--- config.mk ---
export PLATFORM = sky130hd
export DESIGN_NAME = h264_rtp_fu_a_packetizer
export DESIGN_NICKNAME = d
export VERILOG_FILES = /design/src/hdl/h264fua_pkg.sv /design/src/hdl/h264fua_front.sv /design/src/hdl/h264fua_queue.sv /design/src/hdl/h264fua_back.sv /design/src/hdl/h264_rtp_fu_a_packetizer.sv
export SDC_FILE = /design/constraint.sdc
export NUM_CORES = 1
export LEC_CHECK = 0
export BUFFER_PORTS_ARGS = -buffer_cell sky130_fd_sc_hd__buf_2
export CAP_MARGIN = 20
export CORE_UTILIZATION = 45
export DETAILED_ROUTE_END_ITERATION = 12
export GPL_TIMING_DRIVEN = 0
export SLEW_MARGIN = 20
export SYNTH_ARGS = -nofsm -noshare
export SYNTH_HDL_FRONTEND = slang
export SYNTH_SLANG_ARGS = --single-unit
--- constraint.sdc ---
create_clock -name aclk -period 7.2 [get_ports aclk]
set_clock_uncertainty 0.05 [all_clocks]
set_input_delay 1.44 -clock aclk [delete_from_list [all_inputs] [get_ports aclk]]
set_output_delay 1.44 -clock aclk [all_outputs]
set_load 0.03 [all_outputs]
--- src/hdl/h264fua_pkg.sv ---
package h264fua_pkg;

    // Queue between the classifier and the beat sequencer
    localparam int QUEUE_DEPTH = 4;
    localparam int QPTR_W      = $clog2(QUEUE_DEPTH);
    localparam int QCNT_W      = $clog2(QUEUE_DEPTH + 1);

    // FU-A constants
    localparam logic [7:0] NAL_TYPE_BITS = 8'h1F;
    localparam logic [7:0] S_BIT         = 8'h80;
    localparam logic [7:0] E_BIT         = 8'h40;
    localparam logic [7:0] FU_A_TYPE     = 8'h1C;

    localparam logic [15:0] MTU_RESET = 16'd1500;
    localparam logic [15:0] MTU_MIN   = 16'd3;

    // One accepted byte's work: an optional indicator/FU header pair, then one data beat
    typedef struct packed {
        logic        hdr_en;
        logic [7:0]  ind;
        logic [7:0]  hdr;
        logic [7:0]  data;
        logic        pf;
        logic        pl;
        logic        fs;
        logic        fe;
        logic [15:0] pn;
    } fua_entry_t;

endpackage

--- src/hdl/h264fua_front.sv ---
module h264fua_front
    import h264fua_pkg::*;
(
    input  logic        aclk,
    input  logic        aresetn,
    input  logic        mtu_wr_en,
    input  logic [15:0] mtu_wr_data,
    input  logic        in_fire,
    input  logic [7:0]  nal_byte,
    input  logic        is_first,
    input  logic [15:0] nal_length,
    input  logic        frame_start_in,
    input  logic        frame_end_in,
    output logic        push,
    output fua_entry_t  entry
);

    localparam logic [1:0] MODE_IDLE   = 2'd0;
    localparam logic [1:0] MODE_SINGLE = 2'd1;
    localparam logic [1:0] MODE_FRAG   = 2'd2;

    logic [15:0] mtu_reg;
    logic [1:0]  mode_reg, mode_next;
    logic [15:0] bytes_left_reg, bytes_left_next;
    logic [15:0] fill_reg, fill_next;
    logic [7:0]  ind_reg, ind_next;
    logic [4:0]  utype_reg, utype_next;
    logic        first_frag_reg, first_frag_next;
    logic [1:0]  flags_reg, flags_next;
    logic [15:0] counter_reg, counter_next;

    logic [15:0] eff_mtu;
    logic [15:0] pay;
    logic        bump;
    logic [15:0] cnt1;
    logic [15:0] len1;
    logic [16:0] end_sum;
    logic        is_end;
    logic        is_start;
    logic [15:0] bl_dec;
    logic [16:0] fill_inc;
    logic        done;
    logic        frag_fs;
    logic        frag_fe;

    // Effective mtu and payload size
    assign eff_mtu = (mtu_reg < MTU_MIN) ? MTU_MIN : mtu_reg;
    assign pay     = eff_mtu - 16'd2;

    // Unit start terms
    assign bump = (mode_reg == MODE_SINGLE) || ((mode_reg == MODE_FRAG) && (fill_reg != 16'd0));
    assign cnt1 = counter_reg + {15'd0, bump};
    assign len1 = (nal_length == 16'd0) ? 16'd1 : nal_length;

    // Fragment terms
    assign end_sum  = {1'b0, bytes_left_reg} + {1'b0, fill_reg};
    assign is_end   = end_sum <= {1'b0, pay};
    assign is_start = first_frag_reg && !is_end;
    assign frag_fs  = is_start && flags_reg[0];
    assign frag_fe  = is_end && flags_reg[1];
    assign bl_dec   = bytes_left_reg - 16'd1;
    assign fill_inc = {1'b0, fill_reg} + 17'd1;
    assign done     = (bl_dec == 16'd0) || (fill_inc >= {1'b0, pay});

    // Classify one byte
    always_comb begin
        mode_next       = mode_reg;
        bytes_left_next = bytes_left_reg;
        fill_next       = fill_reg;
        ind_next        = ind_reg;
        utype_next      = utype_reg;
        first_frag_next = first_frag_reg;
        flags_next      = flags_reg;
        counter_next    = counter_reg;
        push            = 1'b0;
        entry           = '0;
        entry.data      = nal_byte;
        entry.ind       = ind_reg;
        entry.hdr       = (is_start ? S_BIT : 8'h00) | (is_end ? E_BIT : 8'h00)
                        | {3'b000, utype_reg};
        if (in_fire) begin
            if (is_first) begin
                flags_next = {frame_end_in, frame_start_in};
                fill_next  = 16'd0;
                counter_next = cnt1;
                if (len1 <= eff_mtu) begin
                    push     = 1'b1;
                    entry.pf = 1'b1;
                    entry.pl = (len1 == 16'd1);
                    entry.fs = frame_start_in;
                    entry.fe = frame_end_in;
                    entry.pn = cnt1;
                    if (len1 == 16'd1) begin
                        counter_next    = cnt1 + 16'd1;
                        mode_next       = MODE_IDLE;
                        bytes_left_next = 16'd0;
                    end else begin
                        mode_next       = MODE_SINGLE;
                        bytes_left_next = len1 - 16'd1;
                    end
                end else begin
                    mode_next       = MODE_FRAG;
                    bytes_left_next = len1 - 16'd1;
                    ind_next        = (nal_byte & ~NAL_TYPE_BITS) | FU_A_TYPE;
                    utype_next      = nal_byte[4:0];
                    first_frag_next = 1'b1;
                end
            end else begin
                unique case (mode_reg)
                    MODE_SINGLE: begin
                        push            = 1'b1;
                        bytes_left_next = bl_dec;
                        entry.pl        = (bl_dec == 16'd0);
                        entry.fs        = flags_reg[0];
                        entry.fe        = flags_reg[1];
                        entry.pn        = counter_reg;
                        if (bl_dec == 16'd0) begin
                            counter_next = counter_reg + 16'd1;
                            mode_next    = MODE_IDLE;
                        end
                    end
                    MODE_FRAG: begin
                        push            = 1'b1;
                        entry.hdr_en    = (fill_reg == 16'd0);
                        entry.pl        = done;
                        entry.fs        = frag_fs;
                        entry.fe        = frag_fe;
                        entry.pn        = counter_reg;
                        bytes_left_next = bl_dec;
                        fill_next       = fill_inc[15:0];
                        if (done) begin
                            counter_next    = counter_reg + 16'd1;
                            fill_next       = 16'd0;
                            first_frag_next = 1'b0;
                            if (bl_dec == 16'd0) begin
                                mode_next = MODE_IDLE;
                            end
                        end
                    end
                    default: begin
                        // drop stray bytes outside a unit
                    end
                endcase
            end
        end
    end

    // State registers
    always_ff @(posedge aclk) begin
        if (!aresetn) begin
            mtu_reg        <= MTU_RESET;
            mode_reg       <= MODE_IDLE;
            bytes_left_reg <= 16'd0;
            fill_reg       <= 16'd0;
            ind_reg        <= 8'd0;
            utype_reg      <= 5'd0;
            first_frag_reg <= 1'b0;
            flags_reg      <= 2'd0;
            counter_reg    <= 16'd0;
        end else begin
            if (mtu_wr_en) begin
                mtu_reg <= mtu_wr_data;
            end
            mode_reg       <= mode_next;
            bytes_left_reg <= bytes_left_next;
            fill_reg       <= fill_next;
            ind_reg        <= ind_next;
            utype_reg      <= utype_next;
            first_frag_reg <= first_frag_next;
            flags_reg      <= flags_next;
            counter_reg    <= counter_next;
        end
    end

endmodule

--- src/hdl/h264fua_queue.sv ---
module h264fua_queue
    import h264fua_pkg::*;
(
    input  logic       aclk,
    input  logic       aresetn,
    input  logic       push,
    input  fua_entry_t wr_entry,
    input  logic       pop,
    output fua_entry_t rd_entry,
    output logic       full,
    output logic       empty
);

    fua_entry_t          mem_reg [QUEUE_DEPTH];
    logic [QPTR_W-1:0]   wr_ptr_reg, wr_ptr_next;
    logic [QPTR_W-1:0]   rd_ptr_reg, rd_ptr_next;
    logic [QCNT_W-1:0]   count_reg, count_next;

    assign full     = (count_reg == QCNT_W'(QUEUE_DEPTH));
    assign empty    = (count_reg == '0);
    assign rd_entry = mem_reg[rd_ptr_reg];

    // Advance pointers with wrap
    always_comb begin
        wr_ptr_next = wr_ptr_reg;
        rd_ptr_next = rd_ptr_reg;
        count_next  = count_reg;
        if (push) begin
            wr_ptr_next = (wr_ptr_reg == QPTR_W'(QUEUE_DEPTH - 1)) ? '0 : wr_ptr_reg + 1'b1;
        end
        if (pop) begin
            rd_ptr_next = (rd_ptr_reg == QPTR_W'(QUEUE_DEPTH - 1)) ? '0 : rd_ptr_reg + 1'b1;
        end
        if (push && !pop) begin
            count_next = count_reg + 1'b1;
        end else if (pop && !push) begin
            count_next = count_reg - 1'b1;
        end
    end

    // Store entries
    always_ff @(posedge aclk) begin
        if (push) begin
            mem_reg[wr_ptr_reg] <= wr_entry;
        end
    end

    // Hold pointers and fill count
    always_ff @(posedge aclk) begin
        if (!aresetn) begin
            wr_ptr_reg <= '0;
            rd_ptr_reg <= '0;
            count_reg  <= '0;
        end else begin
            wr_ptr_reg <= wr_ptr_next;
            rd_ptr_reg <= rd_ptr_next;
            count_reg  <= count_next;
        end
    end

endmodule

--- src/hdl/h264fua_back.sv ---
module h264fua_back
    import h264fua_pkg::*;
(
    input  logic        aclk,
    input  logic        aresetn,
    input  fua_entry_t  head,
    input  logic        empty,
    output logic        pop,
    output logic        m_tvalid,
    input  logic        m_tready,
    output logic [31:0] m_tdata,
    output logic        m_tuser,
    output logic        m_tlast
);

    localparam logic [1:0] BEAT_IND  = 2'd0;
    localparam logic [1:0] BEAT_HDR  = 2'd1;
    localparam logic [1:0] BEAT_DATA = 2'd2;

    logic [1:0]  beat_reg, beat_next;
    logic        valid_reg, valid_next;
    logic [31:0] data_reg, data_next;
    logic        user_reg, user_next;
    logic        last_reg, last_next;
    logic        load;
    logic [7:0]  beat_byte;
    logic [1:0]  beat_sel;

    assign load     = !valid_reg || m_tready;
    assign beat_sel = head.hdr_en ? beat_reg : BEAT_DATA;

    // Pick the next beat of the head entry
    always_comb begin
        beat_next  = beat_reg;
        valid_next = valid_reg;
        data_next  = data_reg;
        user_next  = user_reg;
        last_next  = last_reg;
        pop        = 1'b0;
        beat_byte  = head.data;
        if (load) begin
            valid_next = !empty;
            if (!empty) begin
                unique case (beat_sel)
                    BEAT_IND: begin
                        beat_byte = head.ind;
                        user_next = 1'b1;
                        last_next = 1'b0;
                        beat_next = BEAT_HDR;
                    end
                    BEAT_HDR: begin
                        beat_byte = head.hdr;
                        user_next = 1'b0;
                        last_next = 1'b0;
                        beat_next = BEAT_DATA;
                    end
                    default: begin
                        beat_byte = head.data;
                        user_next = head.pf;
                        last_next = head.pl;
                        beat_next = BEAT_IND;
                        pop       = 1'b1;
                    end
                endcase
                data_next = {6'd0, head.pn, head.fe, head.fs, beat_byte};
            end
        end
    end

    // Output register
    always_ff @(posedge aclk) begin
        if (!aresetn) begin
            beat_reg  <= BEAT_IND;
            valid_reg <= 1'b0;
        end else begin
            beat_reg  <= beat_next;
            valid_reg <= valid_next;
        end
        data_reg <= data_next;
        user_reg <= user_next;
        last_reg <= last_next;
    end

    assign m_tvalid = valid_reg;
    assign m_tdata  = data_reg;
    assign m_tuser  = user_reg;
    assign m_tlast  = last_reg;

endmodule

--- src/hdl/h264_rtp_fu_a_packetizer.sv ---
// A byte's beats pass through its queue entry and then the output register.
// Throughput: one input byte per cycle while the queue has room; output runs at one beat
// per cycle while m_tready is high, so a fragment opening (indicator, FU header, payload
// byte) takes three output beats and the four-entry queue between classifier and sequencer
// soaks up the extra beats, holding off input only once it fills.
// Reset: aresetn is synchronous, active low; mtu returns to 1500, sequence number to zero.
module h264_rtp_fu_a_packetizer
    import h264fua_pkg::*;
(
    input  logic        aclk,
    input  logic        aresetn,
    input  logic        mtu_wr_en,
    input  logic [15:0] mtu_wr_data,
    input  logic        s_tvalid,
    output logic        s_tready,
    input  logic [31:0] s_tdata,   // nal_byte[7:0], nal_length[23:8], frame_start_in[24],
                                   // frame_end_in[25], zero[31:26]
    input  logic        s_tuser,   // is_first
    output logic        m_tvalid,
    input  logic        m_tready,
    output logic [31:0] m_tdata,   // out_byte[7:0], frame_start_out[8], frame_end_out[9],
                                   // packet_number[25:10], zero[31:26]
    output logic        m_tuser,   // packet_first
    output logic        m_tlast    // packet_last
);

    logic       in_fire;
    logic       push;
    logic       pop;
    logic       full;
    logic       empty;
    fua_entry_t wr_entry;
    fua_entry_t head;

    assign s_tready = !full;
    assign in_fire  = s_tvalid && s_tready;

    // Classify bytes and keep unit state
    h264fua_front u_front (
        .aclk           (aclk),
        .aresetn        (aresetn),
        .mtu_wr_en      (mtu_wr_en),
        .mtu_wr_data    (mtu_wr_data),
        .in_fire        (in_fire),
        .nal_byte       (s_tdata[7:0]),
        .is_first       (s_tuser),
        .nal_length     (s_tdata[23:8]),
        .frame_start_in (s_tdata[24]),
        .frame_end_in   (s_tdata[25]),
        .push           (push),
        .entry          (wr_entry)
    );

    // Decouple classifier from beat output
    h264fua_queue u_queue (
        .aclk     (aclk),
        .aresetn  (aresetn),
        .push     (push),
        .wr_entry (wr_entry),
        .pop      (pop),
        .rd_entry (head),
        .full     (full),
        .empty    (empty)
    );

    // Sequence header and payload beats
    h264fua_back u_back (
        .aclk     (aclk),
        .aresetn  (aresetn),
        .head     (head),
        .empty    (empty),
        .pop      (pop),
        .m_tvalid (m_tvalid),
        .m_tready (m_tready),
        .m_tdata  (m_tdata),
        .m_tuser  (m_tuser),
        .m_tlast  (m_tlast)
    );

    a_no_push_full: assert property (@(posedge aclk) disable iff (!aresetn)
        push |-> !full)
        else $error("queue written while full");

    a_no_pop_empty: assert property (@(posedge aclk) disable iff (!aresetn)
        pop |-> !empty)
        else $error("queue read while empty");

    a_full_from_push: assert property (@(posedge aclk) disable iff (!aresetn)
        $rose(full) |-> $past(push))
        else $error("queue filled without a write");

endmodule

# Yosys cells after proc, flatten, opt, wreduce, memory -nomap -nowiden
# Memories as Yosys holds them, arrays and structs flattened. A register that Yosys moved wholly into a read port is not among the register bits.
# Cells that the tools add are included.
# word_totals
register_bits,118
mem_bits_rw,172
in_bits,54
out_inout_bits,36
wordCells,139
mem_count,1
# op_classes
n_addsub,12
n_lt_le_gt_ge,4
n_eq_ne,10
muxes,54
n_bitwise,4
n_reduce_logical,37
# memory_table
memory,words,width,read_ports,rd_ports_with_merged_regs,wr,line_no,text
u_queue.mem_reg,4,43,1,1,1,h264fua_queue.sv:14,fua_entry_t mem_reg [QUEUE_DEPTH];
# ops
op,n
two-way mux 16 bit,14
zero test 16 bit,3
two-way mux 20 bit,2
one-hot mux 19 bit (2 select lines),1
adder 16 x 1 -> 16 bit (second input constant),2
one-hot mux 16 bit (2 select lines),1
subtractor 16 x 1 -> 16 bit (second input constant),2
two-way mux 19 bit,1
two-way mux 1 bit,18
two-way mux 2 bit,9
adder 16 x 1 -> 17 bit (second input constant),1
adder 16 x 16 -> 17 bit,1
>= comparator 17 x 16 -> 1 bit,1
<= comparator 17 x 16 -> 1 bit,1
adder 16 x 1 -> 16 bit,1
equality test 16 x 1 -> 1 bit (second input constant),1
<= comparator 16 bit,1
< comparator 16 x 2 -> 1 bit (second input constant),1
one-hot mux 8 bit (2 select lines),1
nonzero test 16 bit,1
subtractor 16 x 2 -> 16 bit (second input constant),1
two-way mux 8 bit,1
bitwise OR 8 x 5 -> 8 bit,1
bitwise OR 8 bit,1
25 further kinds,54

# Logic depth before layout (Yosys ltp)
# Gate-level depths: netlist of the first run.
# depth
word_depth,10
mapped_depth,24
ltp_nobuf,22

# By module
# Synthesis of the first run repeated with hierarchy kept, for this count alone.
# unflattened
hier_cells,1372
area_unflattened_um2,15811.4
# modules_own_cells
module,n_inst,cells_each,area_per_inst_um2
h264fua_front,1,1010,7576.0
h264fua_queue,1,279,7011.7
h264fua_back,1,81,1213.7
h264_rtp_fu_a_packetizer,1,2,10.0

# Least setup slack after synthesis of the first run
# Ideal clock, no wire load.
# synth_timing
path_type,input -> register
start,in s_tdata[19]
end,mem u_queue.mem_reg[3][0] in the netlist's numbering (enable)
setup_ns,0.401
t_arrival_ns,5.145
t_required_ns,6.749
path_slack_ns,1.604
path_stages,13
path_buffers,0
path_cell_list,or4_1 > nor4_2 > a31o_2 > inv_1 > ha_1 > nand4_1 > nor4_1 > nor3_1 > o31a_1 > nor2_1 > inv_1 > a21oi_1 > and2_1
# synth_between
elab_chain_cells,8
# synth_lines
item,line_no,text
"start, declared",h264_rtp_fu_a_packetizer.sv:16,"input logic [31:0] s_tdata,"
zero test 16 bit,h264fua_front.sv:53,assign len1 = (nal_length == 16'd0) ? 16'd1 : nal_length;
two-way mux 16 bit (*),h264fua_front.sv:53,
<= comparator 16 bit (*),h264fua_front.sv:86,if (len1 <= eff_mtu) begin
two-way mux 1 bit (*),h264fua_front.sv:86,
two-way mux 1 bit (*),h264fua_front.sv:82,if (is_first) begin
two-way mux 1 bit (*),h264fua_front.sv:81,if (in_fire) begin
via push,h264_rtp_fu_a_packetizer.sv:28,logic push;
two-way mux 1 bit (*),h264fua_queue.sv:43,if (push) begin
two-way mux 1 bit (implied by the code) (*),h264fua_queue.sv:44,mem_reg[wr_ptr_reg] <= wr_entry;
"end, declared",h264fua_queue.sv:14,
# Mark *: on every way through the listed nets, which the timed path passes. The rest lies on a longest branch.

# Worst setup path in the final report of the first run
# layout_timing
start,in s_tdata[19]
end,reg u_queue.count_reg[2]
# layout_between
elab_chain_cells,9
# layout_lines
item,line_no,text
zero test 16 bit,h264fua_front.sv:53,
two-way mux 16 bit (*),h264fua_front.sv:53,
<= comparator 16 bit (*),h264fua_front.sv:86,
two-way mux 1 bit (*),h264fua_front.sv:86,
two-way mux 1 bit (*),h264fua_front.sv:82,
two-way mux 1 bit (*),h264fua_front.sv:81,
via push,h264_rtp_fu_a_packetizer.sv:28,
zero test 1 bit,h264fua_queue.sv:36,end else if (pop && !push) begin
logical AND 1 bit,h264fua_queue.sv:36,
nonzero test 2 bit (no line),-,
"end signal, assigned",h264fua_queue.sv:57,count_reg <= count_next;
"end, declared",h264fua_queue.sv:17,"logic [QCNT_W-1:0] count_reg, count_next;"
# Marked as above.
# A chain may end at the register's enable or synchronous reset.

==> reports/results.ini, run 1 <==
[outcome]
status=complete, no violations

[power_and_ir_drop]
power_switching_mw=1.486
intPower_mw=3.326
power_frac_seq_pct=41.8
p_per_area_nw_per_um2=284.2
swShare_pct=30.88
p_clk_share_pct=32.9
irDropWorstVdd_uv=203.9
pwr-share-comb_pct=25.2
power.leakage_nw=6.170

[final_layout]
final_common_cell=edfxtp_1
largest_register_ffs=160
area_growth_pct=13.64
mostFrequentLayoutCells=edfxtp_1, nor2_1, nand2_1
nNetsFinal=1583
antenna_cells=0
drive_gt1_share_pct=14.61
finalCoreUtilization_pct=52.04

[floorplan]
die-width_um=184.0
start_util_pct=45.79
die-area_um2=33840
die_y_um=184.0
coreArea_um2=32540
ios=90
rows=66

[timing]
relSlewSlack_pct=34.00
fmax_ghz=0.1706
hold_viol_final=0
whs_ps=422.7
worst_slew_pin_slew_ps=981.0
rsz0062_at_grt=no
fin_crit_ps=5860
finalSetupViolations=0
slew_viol_final=0
final.period_utilization_pct=81.39
setup_slack_ps=1340

[synthesis]
ys_ff_latch=278
synth-edff-count=188
synth.avg_cell_area_um2=11.17
synth_area_leaders=edfxtp_1, dfxtp_1, ha_1
synth_warnings=0
syn-cell-area_um2=14900
synth_cell_types=88
async_flop_share_pct=0
ys.flop_type=edfxtp_1
yosysSeqAreaShare_pct=49.98
yosysTopAreaCell=edfxtp_1
synth_cells=1334
yosysTopAreaCellShare_pct=37.89

[job]
drv_cap=0

[route]
wl_per_cell_um=19.46
totalWireLength_mm=37.25
drc=0
vias=10800
avgViaCountPerCell=5.641
drt_iter0_markers=706
first_pass_iters=5
ant_nets=0

[clock_network]
h-tree-depth=1
post_cts_buffers=0
ctsResizeCount=0
cts.path.max_buffers=3
cts_buffers=30
clkLatencyLatePin_ps=560
clock_sinks=278
hold_buffers=0
cts_tree=yes
cts-root-buf=clkbuf_16
path_clk_slew_ps=60

[grt]
grt_max_degree=41
first_global_vias=10540
grt_pass1_wl_mm=58.68
antenna_found_initial=1
grtUsageTotal_pct=22.50
grt_overflow=0

[worst_hold_path]
hold_class=reg -> reg

[placed_design]
hpwl_mm=26.91
gp_congestion=0.9451
portBuffers=75
dp_slack_ps=760.0

[setup_path]
crit_path_end_kind=flop
cp.arrival_ps=6270
cp_max_fo=7
critPathRequiredTime_ps=7610
start_kind=primary input
critPathKind=in -> reg

-- metrics by stage --
step                power, mW  cells  instance area, um^2  TNS, ps
global route            5.041   1914                16930        0
global placement        3.254   1856                15850    -5285
detailed placement      3.270   1858                15910        0
CTS                     4.861   1914                16930        0
floorplan               2.926   1339                14920        0
finish                  4.812   1914                16930        0
-- synth_stat cells, types with 37 or more instances --
cell type / n
edfxtp_1: 188
mux2i_1: 37
a21oi_1: 74
inv_1: 45
dfxtp_1: 90
nand2_1: 100
mux4_2: 40
clkbuf_1: 64
nor2_1: 118
xnor2_1: 51
o21ai_0: 59
ha_1: 79
-- layer usage --
layer / vias up / part of all wire, % / routed length [um] / GRT usage, %
met1: 5203 / 44 / 16450 / 29.57
met4: 2 / 2.8 / 1043 / 7.467
met5: - / 0.038 / 14 / 0
met2: 298 / 48 / 17700 / 38.03
li1: 5225 / - / - / -
met3: 68 / 5.5 / 2043 / 3.269
-- final timing paths --
check	to	startpoint	depth (start not counted)	slack [ps]
max	u_queue.count_reg[2]	s_tdata[19]	19	1340
min	u_front.flags_reg[0]	u_front.flags_reg[0]	2	420
max reg2reg	u_queue.mem_reg[2][17]	u_front.mtu_reg[11]	19	1740
min reg2reg	u_front.flags_reg[0]	u_front.flags_reg[0]	2	420
-- final cells by class --
class	instances	area, um^2
sequential	278	7447
buffer	86	367.9
fill	2976	15610
clock buffer	41	833.3
clock inverter	15	188.9
timing repair buffer	77	430.4
tap	442	553.0
multi-input combinational	929	6938
inverter	46	172.7
-- power by group through the flow --
stage                     combinational (mW)  sequential (mW)  clock (mW)
after floorplan                        0.731             2.19           0
after global placement                  1.21             2.05           0
after detailed placement                1.22             2.05           0
after CTS                               1.23             2.01        1.62
after global routing                    1.34             2.03        1.67
final                                   1.21             2.01        1.59
-- cells by family after synthesis --
family / count (synthesis) / synth area share [%]
AOI/OAI and AO/OA: 266 / 11.72
xor gates and xnor gates: 74 / 4.644
adders and majority gates: 83 / 7.037
buffers and inverters: 132 / 3.628
DFF: 278 / 49.98
muxes: 78 / 8.683
other: 1 / 0.02517
and+or+nand+nor: 422 / 14.28
-- worst max-delay path: stages --
cell,delay (ps)
buf_2,120
or4_1,600
nor4_2,440
a31o_2,290
inv_1,110
ha_1,290
nand4_1,90
nor4_1,250
nor3_1,90
o31a_1,190
nor2_1,410
inv_1,140
a21oi_1,520
ha_1,280
inv_1,60
fa_1,370
xor2_1,160
or3_1,300
a21oi_1,130
No activity file was read; power rests on OpenSTA's default activity.
==> run 2, diff against run 1 <==
==> constraint.sdc (replaced) <==
create_clock -name aclk -period 5.4 [get_ports aclk]
set_clock_uncertainty 0.05 [all_clocks]
set_input_delay 1.08 -clock aclk [delete_from_list [all_inputs] [get_ports aclk]]
set_output_delay 1.08 -clock aclk [all_outputs]
set_load 0.03 [all_outputs]
==> reports/results.ini, run 2 (same netlist as run 1, synthesis figures left out) <==
[final_layout]
drive_gt1_share_pct=15.15  ; +0.54 points
antenna_cells=0  ; unchanged
largest_register_ffs=160  ; unchanged
fin_cells=1914  ; unchanged
nNetsFinal=1583  ; unchanged
final_common_cell=edfxtp_1
postLayoutCellArea_um2=16990  ; +0.36%
area_growth_pct=14.05
mostFrequentLayoutCells=edfxtp_1, nor2_1, nand2_1
fillers=2975  ; -0.034%

[grt]
antenna_found_initial=1  ; unchanged
grt_pass1_wl_mm=58.69  ; about the same
grtUsageTotal_pct=22.50  ; about the same
grt_max_degree=41  ; unchanged
first_global_vias=10550  ; +0.076%
grt_overflow=0  ; unchanged

[power_and_ir_drop]
total_power_mw=6.426  ; +34%
irDropWorstVdd_uv=271.9  ; +33%
p_per_area_nw_per_um2=378.2  ; +33%
intPower_mw=4.439  ; +33%
power_switching_mw=1.987  ; +34%
swShare_pct=30.92  ; +0.039 points
power.leakage_nw=6.199  ; +0.46%
p_clk_share_pct=32.9  ; about the same
pwr-share-comb_pct=25.3  ; about the same
power_frac_seq_pct=41.8  ; about the same

[setup_path]
critPathRequiredTime_ps=5810  ; -1800 ps
cp_max_fo=7  ; unchanged
crit_path_end_kind=flop
ff2ff_path_depth=19  ; unchanged
start_kind=primary input
critPathKind=in -> reg
cp.arrival_ps=5510  ; -760 ps

[outcome]
status=complete, no violations

[timing]
rsz0062_at_grt=no
hold_viol_final=0  ; unchanged
finalSetupViolations=0  ; unchanged
timing.setup.tns_ps=0  ; unchanged
setup_slack_ps=302.3  ; -1038 ps
worst_slew_pin_slew_ps=981.4  ; +0.4740 ps
fin_crit_ps=5098
slew_viol_final=0  ; unchanged
fmax_ghz=0.1962
relSlewSlack_pct=33.97  ; about the same
final.period_utilization_pct=94.40

[route]
routed.top_layer=met5
wl_per_cell_um=19.57  ; +0.52%
drt_iter0_markers=747  ; +5.8%
ant_nets=0  ; unchanged
first_pass_iters=5  ; unchanged
totalWireLength_mm=37.45  ; +0.52%
routed-wl-met2_mm=17.80  ; +0.54%
dr_wl_met3_mm=1.934  ; -5.3%
avgViaCountPerCell=5.647  ; +0.12%
wl_met1_mm=16.62  ; +1.0%
vias=10810  ; +0.12%
drc=0  ; unchanged

[placed_design]
placed_area_um2=15910  ; unchanged
hpwl_mm=26.91  ; unchanged
dp_slack_ps=-680.0  ; -1440 ps
place_inst=1858  ; unchanged
gp_congestion=0.9451  ; unchanged
portBuffers=75  ; unchanged

[worst_hold_path]
min_path_cells=2  ; unchanged
hold_class=reg -> reg

[clock_network]
clock_sinks=278  ; unchanged
hold_buffers=0  ; unchanged
cts_tree=yes
cts.path.max_buffers=3  ; unchanged
clkLatencyLatePin_ps=560  ; about the same
h-tree-depth=1  ; unchanged
cts-root-buf=clkbuf_16
path_clk_slew_ps=60  ; about the same
cts_buffers=30  ; unchanged

[floorplan]
ios=90  ; unchanged
coreArea_um2=32540  ; unchanged
start_util_pct=45.79  ; unchanged
die-width_um=184.0  ; unchanged
die_y_um=184.0  ; unchanged
rows=66  ; unchanged
die-area_um2=33840  ; unchanged

[job]
drv_cap=0  ; unchanged

[run 2: cell count changes in the layout (fill, tap and decap cells not counted), moves of 2 or more]
cell,delta
xnor2_1,-3
xnor2_2,+3
nor4_2,-2
nor4_4,+2
[run 2: final cells by class]
cell class | instances | area [um^2] | share of cell area [%]
flip-flops and latches | 278 | 7447 | 43.83
multi-input cells | 929 | 6995 | 41.17
clock buffers | 41 | 833.3 | 4.904
well taps | 442 | 553.0 | 3.255
repair buffers | 78 | 437.9 | 2.577
plain buffers | 85 | 364.1 | 2.143
clock inverters | 15 | 188.9 | 1.112
inverters | 46 | 172.7 | 1.016
[run 2: timing repair]
item	4_1_cts	5_1_grt
buffers inserted	0	1
pin swaps	0	2
endpoints found under the setup margin	55	112
resized for setup	2	8
[run 2: final timing paths]
path / from / slack (ps) / end
setup / recovery: s_tdata[19] / 300 / u_queue.count_reg[2]
hold / removal: u_front.flags_reg[0] / 430 / u_front.flags_reg[0]
setup reg to reg: u_front.mtu_reg[12] / 310 / u_queue.mem_reg[2][17]
hold reg to reg: u_front.flags_reg[0] / 430 / u_front.flags_reg[0]
[run 2: power by group through the flow]
stage               Clock, mW  Sequential [mW]  Combinational, mW
finish                   2.11             2.68               1.63
global route             2.23             2.71               1.79
CTS                      2.16             2.69               1.64
detailed placement          0             2.73               1.63
global placement            0             2.73               1.61
floorplan                   0             2.93              0.975
[run 2: stage by stage]
step	utilization (%)	hold slack, ps
6_report	52.23	425.1
3_3_place_gp	48.70	397.7
3_5_place_dp	48.90	412.1
4_1_cts	52.06	420.3
5_1_grt	52.23	438.7
2_1_floorplan	-	384.6
[run 2: worst max-delay path, cell delays in order]
cell     delay [ps]
buf_2           120
or4_1           630
nor4_4          320
a31o_2          270
inv_1           110
ha_1            290
nand4_1          90
nor4_1          250
nor3_1           90
o31a_1          200
nor2_2          300
inv_1           140
a21oi_2         350
ha_1            250
inv_1            60
fa_1            370
xor2_1          150
or3_1           300
a21oi_1         130
[run 2: per-layer routing]
layer / vias to the layer above / track usage (%)
met5: - / 0
met4: 2 / 7.433
met3: 70 / 3.269
met2: 296 / 38.09
met1: 5223 / 29.55
li1: 5218 / -
==> run 3, diff against run 2 <==
--- a/config.mk
+++ b/config.mk
@@ -10,6 +10,7 @@
 export CORE_UTILIZATION = 45
 export DETAILED_ROUTE_END_ITERATION = 12
 export GPL_TIMING_DRIVEN = 0
+export PLACE_DENSITY = 0.66
 export SLEW_MARGIN = 20
 export SYNTH_ARGS = -nofsm -noshare
 export SYNTH_HDL_FRONTEND = slang
==> reports/results.ini, run 3 (same netlist as run 1, synthesis figures left out) <==
[route]
vias=10980  ; +1.5%
totalWireLength_mm=36.17  ; -3.4%
first_pass_iters=5  ; unchanged
drc=0  ; unchanged
wl_per_cell_um=18.86  ; -3.6%
drt_iter0_markers=1026  ; +37%
avgViaCountPerCell=5.723  ; +1.3%
ant_nets=0  ; unchanged

[timing]
slew_viol_final=0  ; unchanged
relSlewSlack_pct=37.78  ; +3.8 points
final.period_utilization_pct=95.23  ; +0.83 points
finalSetupViolations=0  ; unchanged
fin_crit_ps=5142  ; +44.73 ps
hold_viol_final=0  ; unchanged
timing.setup.tns_ps=0  ; unchanged
setup_slack_ps=257.5  ; -44.73 ps
worst_slew_pin_slew_ps=933.3  ; -48.15 ps
fmax_ghz=0.1945  ; -0.87%

[clock_network]
cts_tree=yes
hold_buffers=0  ; unchanged
clkLatencyLatePin_ps=570  ; about the same
h-tree-depth=1  ; unchanged
cts.path.max_buffers=3  ; unchanged
cts_buffers=30  ; unchanged
cts-root-buf=clkbuf_16
clock_sinks=278  ; unchanged
path_clk_slew_ps=60  ; about the same

[placed_design]
hpwl_mm=26.13  ; -2.9%
place_inst=1861  ; +0.16%
dp_slack_ps=-532.1  ; +147.9 ps
portBuffers=75  ; unchanged
placed_area_um2=15980  ; +0.46%
gp_congestion=0.9318  ; -1.4%

[final_layout]
largest_register_ffs=160  ; unchanged
postLayoutCellArea_um2=17070  ; +0.48%
fin_cells=1918  ; +0.21%
antenna_cells=0  ; unchanged
mostFrequentLayoutCells=edfxtp_1, nor2_1, nand2_1
area_growth_pct=14.60
final_common_cell=edfxtp_1
nNetsFinal=1587  ; +0.25%
drive_gt1_share_pct=15.58  ; +0.43 points

[floorplan]
coreArea_um2=32540  ; unchanged
rows=66  ; unchanged
start_util_pct=45.79  ; unchanged
die-width_um=184.0  ; unchanged
ios=90  ; unchanged
die-area_um2=33840  ; unchanged
die_y_um=184.0  ; unchanged

[power_and_ir_drop]
p_clk_share_pct=33.0  ; about the same
p_per_area_nw_per_um2=377.6  ; -0.16%
swShare_pct=30.96  ; +0.042 points
irDropWorstVdd_uv=286.1  ; +5.2%
pwr-share-comb_pct=25.3  ; about the same
power_frac_seq_pct=41.7  ; about the same
power_switching_mw=1.996  ; +0.46%
intPower_mw=4.451  ; +0.26%
power.leakage_nw=6.242  ; +0.70%

[outcome]
status=complete, no violations

[job]
drv_cap=0  ; unchanged

[grt]
first_global_vias=10440  ; -0.98%
grtUsageTotal_pct=21.61  ; -0.89 points
grt_pass1_wl_mm=57.04  ; -2.8%
grt_overflow=0  ; unchanged
antenna_found_initial=0  ; -1
grt_max_degree=41  ; unchanged

[worst_hold_path]
hold_class=reg -> reg

[setup_path]
critPathRequiredTime_ps=5630  ; -180 ps
r2r_start=u_front.mtu_reg[8]
crit_path_end_kind=flop
start_kind=flop
cp_slowest_cell=a2111oi_1
critPathKind=reg -> reg
cp_max_fo=7  ; unchanged
ff2ff_path_depth=20  ; +1
endpoint=u_queue.mem_reg[2][17]
rr_endpoint=u_queue.mem_reg[2][17]
slowest_delay_ps=480  ; -150 ps
cp-startpoint=u_front.mtu_reg[8]
cp.arrival_ps=5380  ; -130 ps
regToRegSetupSlack_ps=260  ; -50 ps
worstPathCellList=inv_1, nand3_1, nor3_1, nand2_1, or4_1, nor2b_2, ha_1, nand2_1, nor3_1, xnor2_1, ha_1, a21o_1, a21oi_1, nand3b_1, o21ai_0, a31oi_1, maj3_1, a2111oi_1, o221a_2, o21ai_1

## run 3: cell count changes in the layout (fill, tap and decap cells not counted), sizes merged
cell      delta
buf          +3
inv          -1
clkinv       +3
clkinvlp     -1
## run 3: how the worst min path moves through the flow
stage | start | end | cells past startpoint
floorplan | u_back.beat_reg[1] | u_back.beat_reg[1] | 2
finish | u_back.beat_reg[1] | u_back.beat_reg[1] | 2
global placement | u_back.beat_reg[1] | u_back.beat_reg[1] | 2
CTS | u_back.beat_reg[1] | u_back.beat_reg[1] | 2
global route | u_back.beat_reg[1] | u_back.beat_reg[1] | 2
detailed placement | u_back.beat_reg[1] | u_back.beat_reg[1] | 2
## run 3: power groups by stage
stage / Combinational, mW / Clock (mW) / Sequential [mW]
finish: 1.63 / 2.13 / 2.69
detailed placement: 1.63 / 0 / 2.73
CTS: 1.64 / 2.16 / 2.69
floorplan: 0.975 / 0 / 2.93
global placement: 1.59 / 0 / 2.73
global route: 1.78 / 2.24 / 2.71
## run 3: cell type report
type                            count  area, um^2
Fill cell                        2904       15460
Sequential cell                   278        7447
Multi-Input combinational cell    929        6977
Clock buffer                       40       838.3
Tap cell                          442       553.0
Timing Repair Buffer               81       513.0
Buffer                             86       369.1
Clock inverter                     16       203.9
Inverter                           46       172.7
## run 3: critical path, delay by kind of cell (launching register included)
family	cells	cell delay, ps
compound gates	7	1580
simple gates	8	1540
buf+inv	1	180
xor+xnor	1	290
flops	1	310
fa+ha+maj	3	920
## run 3: through the flow
stage               utilization (%)  power, mW  hold slack [ps]
global route                  52.48      6.729            445.4
detailed placement            49.12      4.360            404.2
CTS                           52.33      6.490            411.3
finish                        52.48      6.447            418.7
global placement              48.70      4.317            392.0
floorplan                         -      3.901            384.6
## run 3: repair_timing
| action | 4_1_cts | 5_1_grt |
|---|---|---|
| setup endpoints to repair | 0 | 174 |
| setup buffers | 0 | 1 |
| gates resized for setup | 0 | 11 |
## run 3: metal layers
layer	global-route usage (%)	part of all wire (%)	wire [um]
met2	36.21	47	16910
met1	29.55	46	16500
met3	2.357	5.0	1792
met4	6.200	2.7	971
met5	0	0	0
